--- src/rtl/mbtcp_pkg.sv ---
`timescale 1ns / 1ps
// shared types, codes and constants of the modbus tcp read client framer
// no dependencies; imported by modbus_tcp_read_client_framer

package mbtcp_pkg;

    localparam int unsigned MAX_FRAME = 260;
    localparam int unsigned MAX_REGS  = 124;

    // largest length field that still fits the frame limit with the 6 byte prefix
    localparam logic [15:0] MAX_LEN_FIELD = 16'(MAX_FRAME - 6);
    localparam logic [15:0] MAX_REG_COUNT = 16'(MAX_REGS);

    localparam logic [7:0] FC_READ_HOLDING = 8'h03;
    localparam logic [7:0] FC_READ_INPUT   = 8'h04;
    localparam logic [7:0] FC_EXC_FLAG     = 8'h80;
    localparam logic [15:0] REQ_LEN_FIELD  = 16'h0006;

    localparam logic [15:0] UNIT_ID_RESET      = 16'h0001;
    localparam logic [15:0] REGION_FIRST_RESET = 16'h0006;
    localparam logic [15:0] REGION_LAST_RESET  = 16'h01D9;

    // configuration register indexes
    localparam logic [1:0] CFG_UNIT_ID      = 2'd0;
    localparam logic [1:0] CFG_REGION_FIRST = 2'd1;
    localparam logic [1:0] CFG_REGION_LAST  = 2'd2;

    // result kinds
    localparam logic [1:0] KIND_REQ_BYTE = 2'd0;
    localparam logic [1:0] KIND_MEAS     = 2'd1;
    localparam logic [1:0] KIND_STATUS   = 2'd2;

    // status codes
    localparam logic [3:0] ST_OK        = 4'd0;
    localparam logic [3:0] ST_BAD_REQ   = 4'd1;
    localparam logic [3:0] ST_LEN_LT2   = 4'd2;
    localparam logic [3:0] ST_TOO_BIG   = 4'd3;
    localparam logic [3:0] ST_TID       = 4'd4;
    localparam logic [3:0] ST_PROTO     = 4'd5;
    localparam logic [3:0] ST_LEN_LT3   = 4'd6;
    localparam logic [3:0] ST_UNIT      = 4'd7;
    localparam logic [3:0] ST_EXCEPTION = 4'd8;
    localparam logic [3:0] ST_FC        = 4'd9;
    localparam logic [3:0] ST_COUNT     = 4'd10;
    localparam logic [3:0] ST_SHORT     = 4'd11;

    localparam logic [3:0] REQ_LAST_BEAT = 4'd11;

    typedef struct packed {
        logic        operation;
        logic [7:0]  func_code;
        logic [15:0] start_address;
        logic [15:0] register_count;
        logic [7:0]  rx_byte;
    } in_item_t;

    typedef struct packed {
        logic [1:0]  kind;
        logic [7:0]  tx_byte;
        logic [31:0] measurement;
        logic [3:0]  status;
        logic [7:0]  exception_code;
        logic        last;
    } out_item_t;

    typedef enum logic [1:0] {
        PH_IDLE = 2'b01,
        PH_RECV = 2'b10
    } phase_t;

    typedef enum logic [1:0] {
        BK_REQ,
        BK_STAT,
        BK_WORD,
        BK_WORD_STAT
    } bundle_kind_t;

    // byte of the 12 byte read request by position
    function automatic logic [7:0] req_byte(
        input logic [3:0]  idx,
        input logic [15:0] tid,
        input logic [7:0]  unit,
        input logic [7:0]  fc,
        input logic [15:0] sa,
        input logic [15:0] cnt
    );
        logic [7:0] b;
        begin
            unique case (idx)
                4'd0:    b = tid[15:8];
                4'd1:    b = tid[7:0];
                4'd4:    b = REQ_LEN_FIELD[15:8];
                4'd5:    b = REQ_LEN_FIELD[7:0];
                4'd6:    b = unit;
                4'd7:    b = fc;
                4'd8:    b = sa[15:8];
                4'd9:    b = sa[7:0];
                4'd10:   b = cnt[15:8];
                4'd11:   b = cnt[7:0];
                default: b = 8'h00;
            endcase
            return b;
        end
    endfunction

endpackage

--- src/rtl/modbus_tcp_read_client_framer.sv ---
`timescale 1ns / 1ps
// modbus tcp read registers client framer: request builder and response parser
// depends on mbtcp_pkg
//
// usage
//   s_ channel: one beat is either a read request (operation 0) or one received
//   response byte (operation 1). m_ channel: result beats, last set on the final
//   result caused by one input beat. cfg_ channel: cfg_index 0 unit id,
//   1 region first, 2 region last; cfg_ready is always high.
// dataflow and throughput
//   an input beat sits in the input register, is processed in one pass and its
//   results are held in the result register, which hands them out one beat at a
//   time. response bytes go at one per cycle while the result register is empty
//   or its last beat is being taken; while results are held, the next input beat
//   is taken only when the last of them is accepted.
//   bytes that yield no result never occupy the result register.
// reset
//   aresetn (sync, low) loads the configuration defaults (unit 1, region 6..473),
//   zeroes the transaction counter and leaves the parser idle.
// stall
//   when m_ready is low the result register holds; the input register fills and
//   s_ready drops until the held results are taken.

module modbus_tcp_read_client_framer #(
    parameter int unsigned MAX_FRAME = mbtcp_pkg::MAX_FRAME,
    parameter int unsigned MAX_REGS  = mbtcp_pkg::MAX_REGS
) (
    input  logic                 aclk,
    input  logic                 aresetn,
    input  logic                 s_valid,
    output logic                 s_ready,
    input  mbtcp_pkg::in_item_t  s_data,
    output logic                 m_valid,
    input  logic                 m_ready,
    output mbtcp_pkg::out_item_t m_data,
    input  logic                 cfg_valid,
    output logic                 cfg_ready,
    input  logic [1:0]           cfg_index,
    input  logic [15:0]          cfg_data
);
    import mbtcp_pkg::*;

    // largest length field that fits the frame limit after the 6 byte prefix
    localparam logic [15:0] LEN_FIELD_LIMIT = 16'(MAX_FRAME - 6);
    localparam logic [15:0] REG_COUNT_LIMIT = 16'(MAX_REGS);

    // configuration
    logic [7:0]  unit_id_reg;
    logic [15:0] region_first_reg, region_last_reg;

    // input register
    logic     in_vld_reg, in_vld_next;
    in_item_t in_reg;

    // protocol state
    logic [15:0] tcnt_reg, tcnt_next;
    logic [15:0] exp_tid_reg, exp_tid_next;
    logic [7:0]  exp_fc_reg, exp_fc_next;
    logic [6:0]  exp_regs_reg, exp_regs_next;
    phase_t      phase_reg, phase_next;
    logic [8:0]  byte_idx_reg, byte_idx_next;
    logic [15:0] hdr_reg, hdr_next;
    logic [15:0] flen_reg, flen_next;
    logic [3:0]  err_reg, err_next;
    logic [23:0] wa_reg, wa_next;
    logic [5:0]  wl_reg, wl_next;

    // result register
    logic         out_vld_reg, out_vld_next;
    bundle_kind_t bk_reg, bk_next;
    logic [3:0]   beat_reg, beat_next;
    logic [15:0]  b_tid_reg, b_tid_next;
    logic [7:0]   b_unit_reg, b_unit_next;
    logic [7:0]   b_fc_reg, b_fc_next;
    logic [15:0]  b_sa_reg, b_sa_next;
    logic [15:0]  b_cnt_reg, b_cnt_next;
    logic [31:0]  b_word_reg, b_word_next;
    logic [3:0]   b_st_reg, b_st_next;
    logic [7:0]   b_exc_reg, b_exc_next;

    logic [3:0] last_beat;
    logic       out_done, take_in;
    logic       req_ok;
    logic [16:0] req_end;

    assign cfg_ready = 1'b1;

    assign last_beat = (bk_reg == BK_REQ) ? REQ_LAST_BEAT :
                       (bk_reg == BK_WORD_STAT) ? 4'd1 : 4'd0;
    assign out_done  = out_vld_reg && m_ready && (beat_reg == last_beat);
    assign take_in   = in_vld_reg && (!out_vld_reg || out_done);
    assign s_ready   = !in_vld_reg || take_in;

    assign req_end = {1'b0, in_reg.start_address} + {1'b0, in_reg.register_count};
    assign req_ok  = ((in_reg.func_code == FC_READ_HOLDING) ||
                      (in_reg.func_code == FC_READ_INPUT)) &&
                     (in_reg.register_count != 16'd0) &&
                     (in_reg.register_count <= REG_COUNT_LIMIT) &&
                     (in_reg.start_address >= region_first_reg) &&
                     (req_end <= {1'b0, region_last_reg} + 17'd1);

    always_comb begin
        logic [15:0] shifted;
        logic [7:0]  b;
        logic        emit_word, emit_stat, abort;
        logic [3:0]  abort_st;
        logic [31:0] word_v;

        tcnt_next     = tcnt_reg;
        exp_tid_next  = exp_tid_reg;
        exp_fc_next   = exp_fc_reg;
        exp_regs_next = exp_regs_reg;
        phase_next    = phase_reg;
        byte_idx_next = byte_idx_reg;
        hdr_next      = hdr_reg;
        flen_next     = flen_reg;
        err_next      = err_reg;
        wa_next       = wa_reg;
        wl_next       = wl_reg;

        bk_next     = bk_reg;
        b_tid_next  = b_tid_reg;
        b_unit_next = b_unit_reg;
        b_fc_next   = b_fc_reg;
        b_sa_next   = b_sa_reg;
        b_cnt_next  = b_cnt_reg;
        b_word_next = b_word_reg;
        b_st_next   = b_st_reg;
        b_exc_next  = b_exc_reg;

        b         = in_reg.rx_byte;
        shifted   = {hdr_reg[7:0], b};
        emit_word = 1'b0;
        emit_stat = 1'b0;
        abort     = 1'b0;
        abort_st  = ST_OK;
        word_v    = {wa_reg, b};

        if (out_done) begin
            out_vld_next = 1'b0;
            beat_next    = 4'd0;
        end else if (out_vld_reg && m_ready) begin
            out_vld_next = 1'b1;
            beat_next    = beat_reg + 4'd1;
        end else begin
            out_vld_next = out_vld_reg;
            beat_next    = beat_reg;
        end

        if (take_in) begin
            if (!in_reg.operation) begin
                out_vld_next = 1'b1;
                beat_next    = 4'd0;
                if (!req_ok) begin
                    bk_next    = BK_STAT;
                    b_st_next  = ST_BAD_REQ;
                    b_exc_next = 8'h00;
                end else begin
                    tcnt_next     = tcnt_reg + 16'd1;
                    bk_next       = BK_REQ;
                    b_tid_next    = tcnt_reg + 16'd1;
                    b_unit_next   = unit_id_reg;
                    b_fc_next     = in_reg.func_code;
                    b_sa_next     = in_reg.start_address;
                    b_cnt_next    = in_reg.register_count;
                    exp_tid_next  = tcnt_reg + 16'd1;
                    exp_fc_next   = in_reg.func_code;
                    exp_regs_next = in_reg.register_count[6:0];
                    phase_next    = PH_RECV;
                    byte_idx_next = 9'd0;
                    hdr_next      = 16'd0;
                    flen_next     = 16'd0;
                    err_next      = ST_OK;
                    wa_next       = 24'd0;
                    wl_next       = 6'd0;
                end
            end else if (phase_reg == PH_RECV) begin
                if (byte_idx_reg < 9'd7) begin
                    hdr_next = shifted;
                end
                priority if (byte_idx_reg == 9'd1) begin
                    if (shifted != exp_tid_reg && err_reg == ST_OK) err_next = ST_TID;
                end else if (byte_idx_reg == 9'd3) begin
                    if (shifted != 16'd0 && err_reg == ST_OK) err_next = ST_PROTO;
                end else if (byte_idx_reg == 9'd5) begin
                    flen_next = shifted;
                    if (shifted < 16'd2 || shifted > LEN_FIELD_LIMIT) begin
                        abort    = 1'b1;
                        abort_st = (shifted < 16'd2) ? ST_LEN_LT2 : ST_TOO_BIG;
                    end else if (shifted < 16'd3 && err_reg == ST_OK) begin
                        err_next = ST_LEN_LT3;
                    end
                end else if (byte_idx_reg == 9'd6) begin
                    if (b != unit_id_reg && err_reg == ST_OK) err_next = ST_UNIT;
                end else if (byte_idx_reg == 9'd7) begin
                    if (err_reg == ST_OK) begin
                        if (b == (exp_fc_reg | FC_EXC_FLAG)) err_next = ST_EXCEPTION;
                        else if (b != exp_fc_reg)            err_next = ST_FC;
                    end
                end else if (byte_idx_reg == 9'd8) begin
                    if (err_reg == ST_EXCEPTION) begin
                        wa_next = {16'd0, b};
                    end else if (err_reg == ST_OK) begin
                        if (b != {exp_regs_reg, 1'b0}) begin
                            err_next = ST_COUNT;
                        end else if (flen_reg - 16'd3 < {8'd0, b}) begin
                            err_next = ST_SHORT;
                        end else begin
                            wl_next = b[7:2];
                            wa_next = 24'd0;
                        end
                    end
                end else begin
                    // data bytes: every fourth one completes a register pair
                    if (byte_idx_reg >= 9'd9 && err_reg == ST_OK && wl_reg != 6'd0) begin
                        if (byte_idx_reg[1:0] == 2'b00) begin
                            emit_word = 1'b1;
                            wa_next   = 24'd0;
                            wl_next   = wl_reg - 6'd1;
                        end else begin
                            wa_next = {wa_reg[15:0], b};
                        end
                    end
                end

                if (abort) begin
                    phase_next    = PH_IDLE;
                    byte_idx_next = 9'd0;
                end else if (byte_idx_reg >= 9'd6 &&
                             {8'd0, byte_idx_reg} == {1'b0, flen_reg} + 17'd5) begin
                    emit_stat     = 1'b1;
                    phase_next    = PH_IDLE;
                    byte_idx_next = 9'd0;
                end else begin
                    byte_idx_next = byte_idx_reg + 9'd1;
                end

                if (abort) begin
                    out_vld_next = 1'b1;
                    beat_next    = 4'd0;
                    bk_next      = BK_STAT;
                    b_st_next    = abort_st;
                    b_exc_next   = 8'h00;
                end else if (emit_word || emit_stat) begin
                    out_vld_next = 1'b1;
                    beat_next    = 4'd0;
                    bk_next      = emit_word ? (emit_stat ? BK_WORD_STAT : BK_WORD)
                                             : BK_STAT;
                    b_word_next  = word_v;
                    b_st_next    = err_next;
                    b_exc_next   = (err_next == ST_EXCEPTION) ? wa_next[7:0] : 8'h00;
                end
            end
        end

        if (s_valid && s_ready) in_vld_next = 1'b1;
        else if (take_in)       in_vld_next = 1'b0;
        else                    in_vld_next = in_vld_reg;
    end

    always_ff @(posedge aclk) begin
        if (!aresetn) begin
            unit_id_reg      <= UNIT_ID_RESET[7:0];
            region_first_reg <= REGION_FIRST_RESET;
            region_last_reg  <= REGION_LAST_RESET;
        end else if (cfg_valid && cfg_ready) begin
            unique case (cfg_index)
                CFG_UNIT_ID:      unit_id_reg      <= cfg_data[7:0];
                CFG_REGION_FIRST: region_first_reg <= cfg_data;
                CFG_REGION_LAST:  region_last_reg  <= cfg_data;
                default: ;
            endcase
        end
    end

    always_ff @(posedge aclk) begin
        if (!aresetn) begin
            in_vld_reg   <= 1'b0;
            out_vld_reg  <= 1'b0;
            beat_reg     <= 4'd0;
            tcnt_reg     <= 16'd0;
            exp_tid_reg  <= 16'd0;
            exp_fc_reg   <= 8'd0;
            exp_regs_reg <= 7'd0;
            phase_reg    <= PH_IDLE;
            byte_idx_reg <= 9'd0;
            hdr_reg      <= 16'd0;
            flen_reg     <= 16'd0;
            err_reg      <= ST_OK;
            wa_reg       <= 24'd0;
            wl_reg       <= 6'd0;
            bk_reg       <= BK_STAT;
        end else begin
            in_vld_reg   <= in_vld_next;
            out_vld_reg  <= out_vld_next;
            beat_reg     <= beat_next;
            tcnt_reg     <= tcnt_next;
            exp_tid_reg  <= exp_tid_next;
            exp_fc_reg   <= exp_fc_next;
            exp_regs_reg <= exp_regs_next;
            phase_reg    <= phase_next;
            byte_idx_reg <= byte_idx_next;
            hdr_reg      <= hdr_next;
            flen_reg     <= flen_next;
            err_reg      <= err_next;
            wa_reg       <= wa_next;
            wl_reg       <= wl_next;
            bk_reg       <= bk_next;
        end
    end

    // payload registers
    always_ff @(posedge aclk) begin
        if (s_valid && s_ready) in_reg <= s_data;
        b_tid_reg  <= b_tid_next;
        b_unit_reg <= b_unit_next;
        b_fc_reg   <= b_fc_next;
        b_sa_reg   <= b_sa_next;
        b_cnt_reg  <= b_cnt_next;
        b_word_reg <= b_word_next;
        b_st_reg   <= b_st_next;
        b_exc_reg  <= b_exc_next;
    end

    // result beat selection
    always_comb begin
        m_valid        = out_vld_reg;
        m_data.last    = (beat_reg == last_beat);
        m_data.tx_byte = 8'h00;
        m_data.measurement    = 32'd0;
        m_data.status         = ST_OK;
        m_data.exception_code = 8'h00;
        unique case (bk_reg)
            BK_REQ: begin
                m_data.kind    = KIND_REQ_BYTE;
                m_data.tx_byte = req_byte(beat_reg, b_tid_reg, b_unit_reg, b_fc_reg,
                                          b_sa_reg, b_cnt_reg);
            end
            BK_WORD, BK_WORD_STAT: begin
                if (beat_reg == 4'd0) begin
                    m_data.kind        = KIND_MEAS;
                    m_data.measurement = b_word_reg;
                end else begin
                    m_data.kind           = KIND_STATUS;
                    m_data.status         = b_st_reg;
                    m_data.exception_code = b_exc_reg;
                end
            end
            default: begin
                m_data.kind           = KIND_STATUS;
                m_data.status         = b_st_reg;
                m_data.exception_code = b_exc_reg;
            end
        endcase
    end

    a_beat_in_range: assert property (@(posedge aclk) disable iff (!aresetn)
        out_vld_reg |-> (beat_reg <= last_beat))
        else $error("result beat counter past end of bundle");

    a_idle_index_zero: assert property (@(posedge aclk) disable iff (!aresetn)
        (phase_reg == PH_IDLE) |-> (byte_idx_reg == 9'd0))
        else $error("byte index not cleared while parser idle");

    a_req_tid_current: assert property (@(posedge aclk) disable iff (!aresetn)
        (out_vld_reg && bk_reg == BK_REQ) |-> (b_tid_reg == tcnt_reg))
        else $error("request frame carries stale transaction id");

    a_empty_input_ready: assert property (@(posedge aclk) disable iff (!aresetn)
        !in_vld_reg |-> s_ready)
        else $error("input register empty but not ready");

    a_stall_holds_bundle: assert property (@(posedge aclk) disable iff (!aresetn)
        (out_vld_reg && !m_ready) |=> (out_vld_reg && $stable(beat_reg)))
        else $error("result bundle changed while stalled");

endmodule

--- config.mk ---
export PLATFORM = sky130hd
export DESIGN_NAME = modbus_tcp_read_client_framer
export DESIGN_NICKNAME = d
export VERILOG_FILES = /design/src/rtl/mbtcp_pkg.sv /design/src/rtl/modbus_tcp_read_client_framer.sv
export SDC_FILE = /design/constraint.sdc
export NUM_CORES = 1
export LEC_CHECK = 0
export ABC_AREA = 1
export BUFFER_PORTS_ARGS = -buffer_cell sky130_fd_sc_hd__buf_2
export CAP_MARGIN = 20
export CORE_MARGIN = 10
export CORE_UTILIZATION = 50
export DETAILED_ROUTE_END_ITERATION = 8
export PLACE_DENSITY = 0.71
export SETUP_SLACK_MARGIN = 0.02
export SLEW_MARGIN = 30
export SYNTH_ARGS = -nofsm -noshare
export SYNTH_HDL_FRONTEND = slang
export SYNTH_SLANG_ARGS = --single-unit
--- constraint.sdc ---
create_clock -name aclk -period 10.9 [get_ports aclk]
set_input_delay 2.18 -clock aclk [delete_from_list [all_inputs] [get_ports aclk]]
set_output_delay 2.18 -clock aclk [all_outputs]
set_load 0.05 [all_outputs]
==> results.md, run 1 <==
* Max incr delay on CP at roughly 280 ps
* Max-slew violations at 0
* Post-synth top area cell: edfxtp_1
* Clock root cell: clkbuf_16
* Worst Tran Pin Value at 960 ps
* Worst path slowest cell: buf_2
* CP required at 8720 ps
* Syn_area_per_cell at 7.99 µm²
* Final #Nets at 2295
* Worst-Skew Late Latency at 590 ps
* PD cells at ~150 mW/mm²
* Crit path max-delay family: buffers and inverters
* Drt wl/cell at approximately 17 µm
* I/O pin cnt at 130
* Postcts setup bufs at 0
* H-tree depth at 1
* Clock buffer count from CTS at 31
* Max cap viols at 0
* Post-synth ARST share at 0%
* Die area at approximately 0.040 mm²
* Die height at 200 µm
* Gr ovfl total at 0
* Core ar. at between 0.03 and 0.04 mm²
* Crit Path Max Fanout at 5
* # clock sinks at 305
* Port Buffer Count at 128
* Number of synthesized flops with an enable pin at about 160
* Met3 Routed Length at 3670 µm
* Clk buf depth at 3
* Clock transition at the registers of the reported paths at 60 ps
* Crit end category: primary output
* Post-CTS Hold Buffers at 0
* Synth Cell Area at 0.0163 mm²
* Largest net degree at the start of global routing at 91
* Ratio of cells with drive above 1 in the final layout at ~12%
* Setup Viol. Count Final at 0
* DRC at 0
* Crit path buf inv count at 3
* Max FFs per register at 49
* Final setup TNS at 0 ps
* Die X-Extent at 200 µm
* Synth Warn # at 0
* Sequential share of the synthesized area at between 40% and 50%
* Crit path DAT at 2960 ps
* TritonCTS clock tree: done
* Setup crit start kind: input port
* Tcrit/Tclk final at 47.1%
* VDD IR-drop max at 0.125 mV
* Drt total wl at 44400 µm
* Tot Pwr at 2690 µW
* First-pass detailed-route iteration total at 6
* Vias in the first global route at about 13k
* Post-place setup slack at approximately 5800 ps
* RSZ-0062 raised after global routing: false
* Worst Hold Class: flip-flop to flip-flop
* Initial antenna violation count at 1
* Commonest cells post-synth: nand2_1, nor2_1, inv_1
* Largest cells by area after synthesis: edfxtp_1, dfxtp_1, nand2_1
* Initial Util at about half
* Synth cell types at 53
* Leak at 0.00796 µW
* Synth Net Count at around 2.2k
* Syn Inst Count at roughly 2k
* Status: complete, no violations
* Clk_skew at 16.4 ps
* Top layer in use: met5
* WS Path Type: input port to primary output
* Footprint of the multi-input gates at 0.00738 mm²
* Seq. cell area at 0.00768 mm²
* Hold slack final at 432 ps
* Placer Congestion at approximately 0.9
* Hold Fails Final Rpt at 0
* CP cell instances: buf_2, nand2_1, inv_1, nand2_1, nand3_1, buf_2
* Fillers at between 2k and 3k
* Routed vias/inst at between 5 and 6
* Fin crit period at between 5000 and 6000 ps
* Seq cells post-synth at 305
* Max Fclk at 195 MHz
* Vias post-DR at 14.1k
* Diode count at 0
* Met2 routed wirelength at 19700 µm
* Placement row count at 66
* Area growth from synthesis to layout at 13.1%
* Total GRT Usage at 21.3%
* Hpwl dp at between 30000 and 40000 µm
* Post-CTS sizing at 0
* Most common cell in the synthesized netlist: nand2_1
* Rel. slew slack at roughly 36%
* Post-synth top area share at 29.0%
* Antenna viol nets, final at 0
* M1 WL at 19900 µm
* Top FF cell, synth: edfxtp_1
* Iteration-0 DRC count of the detailed router at 1301
* Setup ws final at 5760 ps
* Global-route wire length before repair at 70100 µm
[per-layer routing]
metal | GRT usage (%) | up-vias
li1 | - | 6917
met1 | 29.2 | 6570
met2 | 33.4 | 502
met3 | 4.11 | 78
met4 | 6.41 | 2
met5 | 0 | -
[where the power goes]
part / total [µW] / switching [µW] / leakage [µW] / internal, µW
Combinational: 276 / 186 / 0.00481 / 90.0
Sequential: 1260 / 33.1 / 0.00263 / 1230
Clock: 1150 / 460 / 0.000523 / 688
Total: 2690 / 679 / 0.00796 / 2010
[worst register-to-register path: stages, from the launching register on]
cell	delay, ps
edfxtp_1	470
ha_1	270
fa_1	410
a21oi_1	150
o21bai_1	130
nand2_1	80
nand2_1	100
a21oi_1	140
o21ai_0	130
a21oi_1	230
o21ai_0	130
xor2_1	160
ha_1	320
a21oi_1	140
o21ai_0	100
a21oi_1	130
nand3_1	80
nand2_1	230
nand4_1	220
nor2_4	220
buf_4	730
o21ai_0	230
a21oi_1	190
[through the flow]
step	instances	utilization (%)	instance area [µm²]
floorplan	2038	-	16300
global placement	2557	53.5	17300
detailed placement	2558	53.6	17300
CTS	2615	57.0	18400
global route	2615	57.0	18400
finish	2615	57.0	18400
[area by class of cell]
type                            count  area share (%)
Clock buffer                       33            4.25
Clock inverter                     24            1.73
Inverter                          265            5.42
Multi-Input combinational cell   1412            40.1
Sequential cell                   305            41.7
Tap cell                          442            3.00
Timing Repair Buffer              134            3.83
[cells by family (layout without fill, tap and decap cells)]
kind of cell / after synthesis / count (layout) / synth area share (%)
buffers and inverters: 321 / 456 / 7.72
other: 1 / 1 / 0.0230
DFF: 305 / 305 / 47.2
xor gates and xnor gates: 70 / 70 / 3.77
and+or+nand+nor: 1009 / 1009 / 26.6
AOI/OAI and AO/OA: 258 / 258 / 8.96
adders and majority gates: 74 / 74 / 5.74
[layout by cell type (no fill, tap or decap), types with 7 or more instances in the layout]
cell type,count
nor4_1,8
o211ai_1,7
inv_1,245
dfxtp_1,148
edfxtp_1,157
inv_2,16
ha_1,73
or2_2,9
xnor2_1,14
nor3_1,34
clkinv_1,9
clkbuf_16,31
buf_2,128
nor2_1,278
nand3_1,124
nand4_1,46
a221oi_1,10
nor2_2,17
a21oi_1,120
xor2_1,56
bufinv_16,7
o21ai_0,76
a211oi_1,14
nand2_1,464
[path summary, 6_finish.rpt]
check / cells after the start / startpoint / to / slack, ps
worst max-delay path: 6 / m_ready / s_ready / 5760
worst min-delay path: 0 / wa_reg[18] / b_word_reg[26] / 430
worst max register to register: 22 / in_reg[8] / exp_fc_reg[2] / 5850
worst min register to register: 0 / wa_reg[18] / b_word_reg[26] / 430
Note: power is estimated with default switching activity, not from simulation.
==> run 2: changes to the inputs <==
==> constraint.sdc (replaced) <==
create_clock -name aclk -period 5.3 [get_ports aclk]
set_input_delay 1.06 -clock aclk [delete_from_list [all_inputs] [get_ports aclk]]
set_output_delay 1.06 -clock aclk [all_outputs]
set_load 0.05 [all_outputs]
==> run 2 against run 1 <==
Register-to-register slack worse by 5400 ps. Clock-buffer cell count up 10. Sequential share of layout area about the same. Largest power group unchanged. First-iteration DRC count up 8.5%. Hold slack worse by 7.6 ps. Worst setup slack worse by 5300 ps. Die area unchanged. Critical endpoint is now flen_reg[11].
==> results.md, run 2 (synthesized netlist as in run 1, its figures left out) <==
* H-tree depth at 2 (+1)
* Core Util, Final at 57.1% (about the same)
* Max incr delay on CP at 450 ps (+170 ps)
* Crit end category: flip-flop
* CP required at 5730 ps (-2990 ps)
* Crit path buf inv count at 1 (-2)
* Antenna viol nets, final at 0 (unchanged)
* Met2 routed wirelength at 20000 µm (+1.4%)
* Worst path slowest cell: edfxtp_1
* Crit path DAT at 5290 ps (+2330 ps)
* M1 WL at 20200 µm (+1.9%)
* Met3 Routed Length at 3690 µm (+0.57%)
* Hpwl dp at 33500 µm (+0.16%)
* Clk_skew at 18.6 ps (+2.22 ps)
* Initial Util at 50.4% (unchanged)
* Iteration-0 DRC count of the detailed router at 1411 (+8.5%)
* RSZ-0062 raised after global routing: false
* Clock root cell: clkbuf_16
* Post-CTS Hold Buffers at 0 (unchanged)
* Port Buffer Count at 128 (unchanged)
* Most common cell after layout, fill and taps aside: nand2_1
* Most frequent cells in the layout: nand2_1, nor2_1, inv_1
* Die area at 0.0402 mm² (unchanged)
* Fin crit period at 4860 ps
* Diode count at 0 (unchanged)
* Status: complete, no violations
* Crit Path Max Fanout at 23 (+18)
* Tcrit/Tclk final at 91.7%
* Placer Congestion at 0.940 (+2.0%)
* Worst-Skew Late Latency at 510 ps (-80 ps)
* Area growth from synthesis to layout at 13.2% (about the same)
* Rel. slew slack at 39.8% (+3.8 points)
* Initial antenna violation count at 0 (-1)
* Total GRT Usage at 21.6% (+0.28 points)
* Max Fclk at between 200 and 250 MHz
* Worst Setup EP: flen_reg[11]
* DRC at 0 (unchanged)
* Ratio of cells with drive above 1 in the final layout at 11.6% (+0.14 points)
* Global-route wire length before repair at 71100 µm (+1.4%)
* Core ar. at 0.0323 mm² (unchanged)
* Top layer in use: met4
* Routed vias/inst at 5.41 (+0.52%)
* Cell count of the worst reg-to-reg path at 25 (+14%)
* Clock transition at the registers of the reported paths at 60 ps (about the same)
* CP dominant cell by count: nand2_1
* Max cap viols at 0 (unchanged)
* # clock sinks at 305 (unchanged)
* Hold Fails Final Rpt at 0 (unchanged)
* Postcts setup bufs at 0 (unchanged)
* Max FFs per register at 49 (unchanged)
* PD cells at 297 mW/mm² (+100%)
* Post-CTS sizing at 0 (unchanged)
* WS Path Type: flip-flop to flip-flop
* Tot Pwr at 5480 µW (+100%)
* Max-slew violations at 0 (unchanged)
* Levels on crit path at 25 (+19)
* VDD IR-drop max at 0.260 mV (+110%)
* First-pass detailed-route iteration total at 7 (+1)
* R2R Path End: flen_reg[11]
* Worst R2R Start: in_reg[8]
* Largest net degree at the start of global routing at 83 (-8.8%)
* Gr ovfl total at 0 (unchanged)
* Vias in the first global route at 13.3k (+0.14%)
* Vias post-DR at 14.2k (+0.87%)
* Drt wl/cell at 17.1 µm (+0.76%)
* Leak at 0.00798 µW (+0.32%)
* Placement row count at 66 (unchanged)
* Worst Tran Pin Value at 903 ps (-56.8 ps)
* Setup Viol. Count Final at 0 (unchanged)
* TritonCTS clock tree: done
* Clk buf depth at 3 (unchanged)
* Final setup TNS at 0 ps (unchanged)
* Internal reg-to-reg setup slack at 440 ps (-5410 ps)
* Drt total wl at 44900 µm (+1.1%)
* Clock buffer count from CTS at 34 (+9.7%)
* Die height at 200 µm (unchanged)
* Die X-Extent at 200 µm (unchanged)
* Final #Nets at 2303 (+0.35%)
* Crit path launch: in_reg[8]
* Worst Hold Class: flip-flop to flip-flop
* I/O pin cnt at 130 (unchanged)
* Crit path max-delay family: simple AND/OR/NAND/NOR gates
* Setup crit start kind: flip-flop
-- run 2: cell count changes in the layout (fill, tap and decap cells not counted), moves of 2 or more --
cell,previous run,this run
clkbuf_16,31,36
clkinvlp_4,5,3
clkbuf_1,2,6
bufinv_16,7,2
buf_4,5,9
clkinv_4,0,2
-- run 2: through the flow --
step | std cells | setup WS [ps] | cell area (µm²) | hold slack, ps
final | 2624 | 437 | 18400 | 425
after global routing | 2624 | 25.8 | 18400 | 441
after CTS | 2624 | 547 | 18400 | 432
after detailed placement | 2563 | 577 | 17300 | 418
after global placement | 2562 | 785 | 17300 | 417
after floorplan | 2038 | 576 | 16300 | 409
-- run 2: final cells by class --
type / instances / area (µm²)
clock buffer: 43 / 937
tap: 442 / 553
timing repair buffer: 139 / 743
clock inverter: 18 / 153
sequential: 305 / 7680
fill: 2917 / 13900
inverter: 265 / 995
multi-input combinational: 1412 / 7370
-- run 2: how the worst min path moves through the flow --
stage | start | depth (start not counted) | end
global placement | wa_reg[20] | 0 | b_word_reg[28]
finish | wa_reg[23] | 0 | b_word_reg[31]
detailed placement | wa_reg[21] | 0 | b_word_reg[29]
global route | wa_reg[18] | 0 | b_word_reg[26]
floorplan | wa_reg[16] | 0 | b_word_reg[24]
CTS | wa_reg[21] | 0 | b_word_reg[29]
-- run 2: power breakdown --
group          internal (µW)  switching (µW)  leakage, µW
Sequential              2530            64.8      0.00263
Combinational            188             387      0.00483
Clock                   1360             950     0.000527
Total                   4070            1400      0.00798
-- run 2: worst reg2reg max path, cell delays in order, from the launching register on --
cell and delay (ps):
edfxtp_1 450, ha_1 270, fa_1 410, a21oi_1 150
o21bai_1 130, nand2_1 90, nand2_1 90, a21oi_1 140
o21ai_0 140, a21oi_1 240, o21ai_0 140, xor2_1 170
ha_1 330, a21oi_1 160, o21ai_0 100, a21oi_1 140
nand3_1 90, nand2_1 210, nand3_1 120, nand2_1 100
nand2_1 110, inv_2 290, nand2_1 410, nand2_1 170
nand2_1 70, nor2_1 80
-- run 2: metal layers --
metal,global-route usage [%],up-vias
met5,0,-
met4,5.55,0
met3,3.65,69
met2,34.4,556
met1,29.8,6637
li1,-,6929
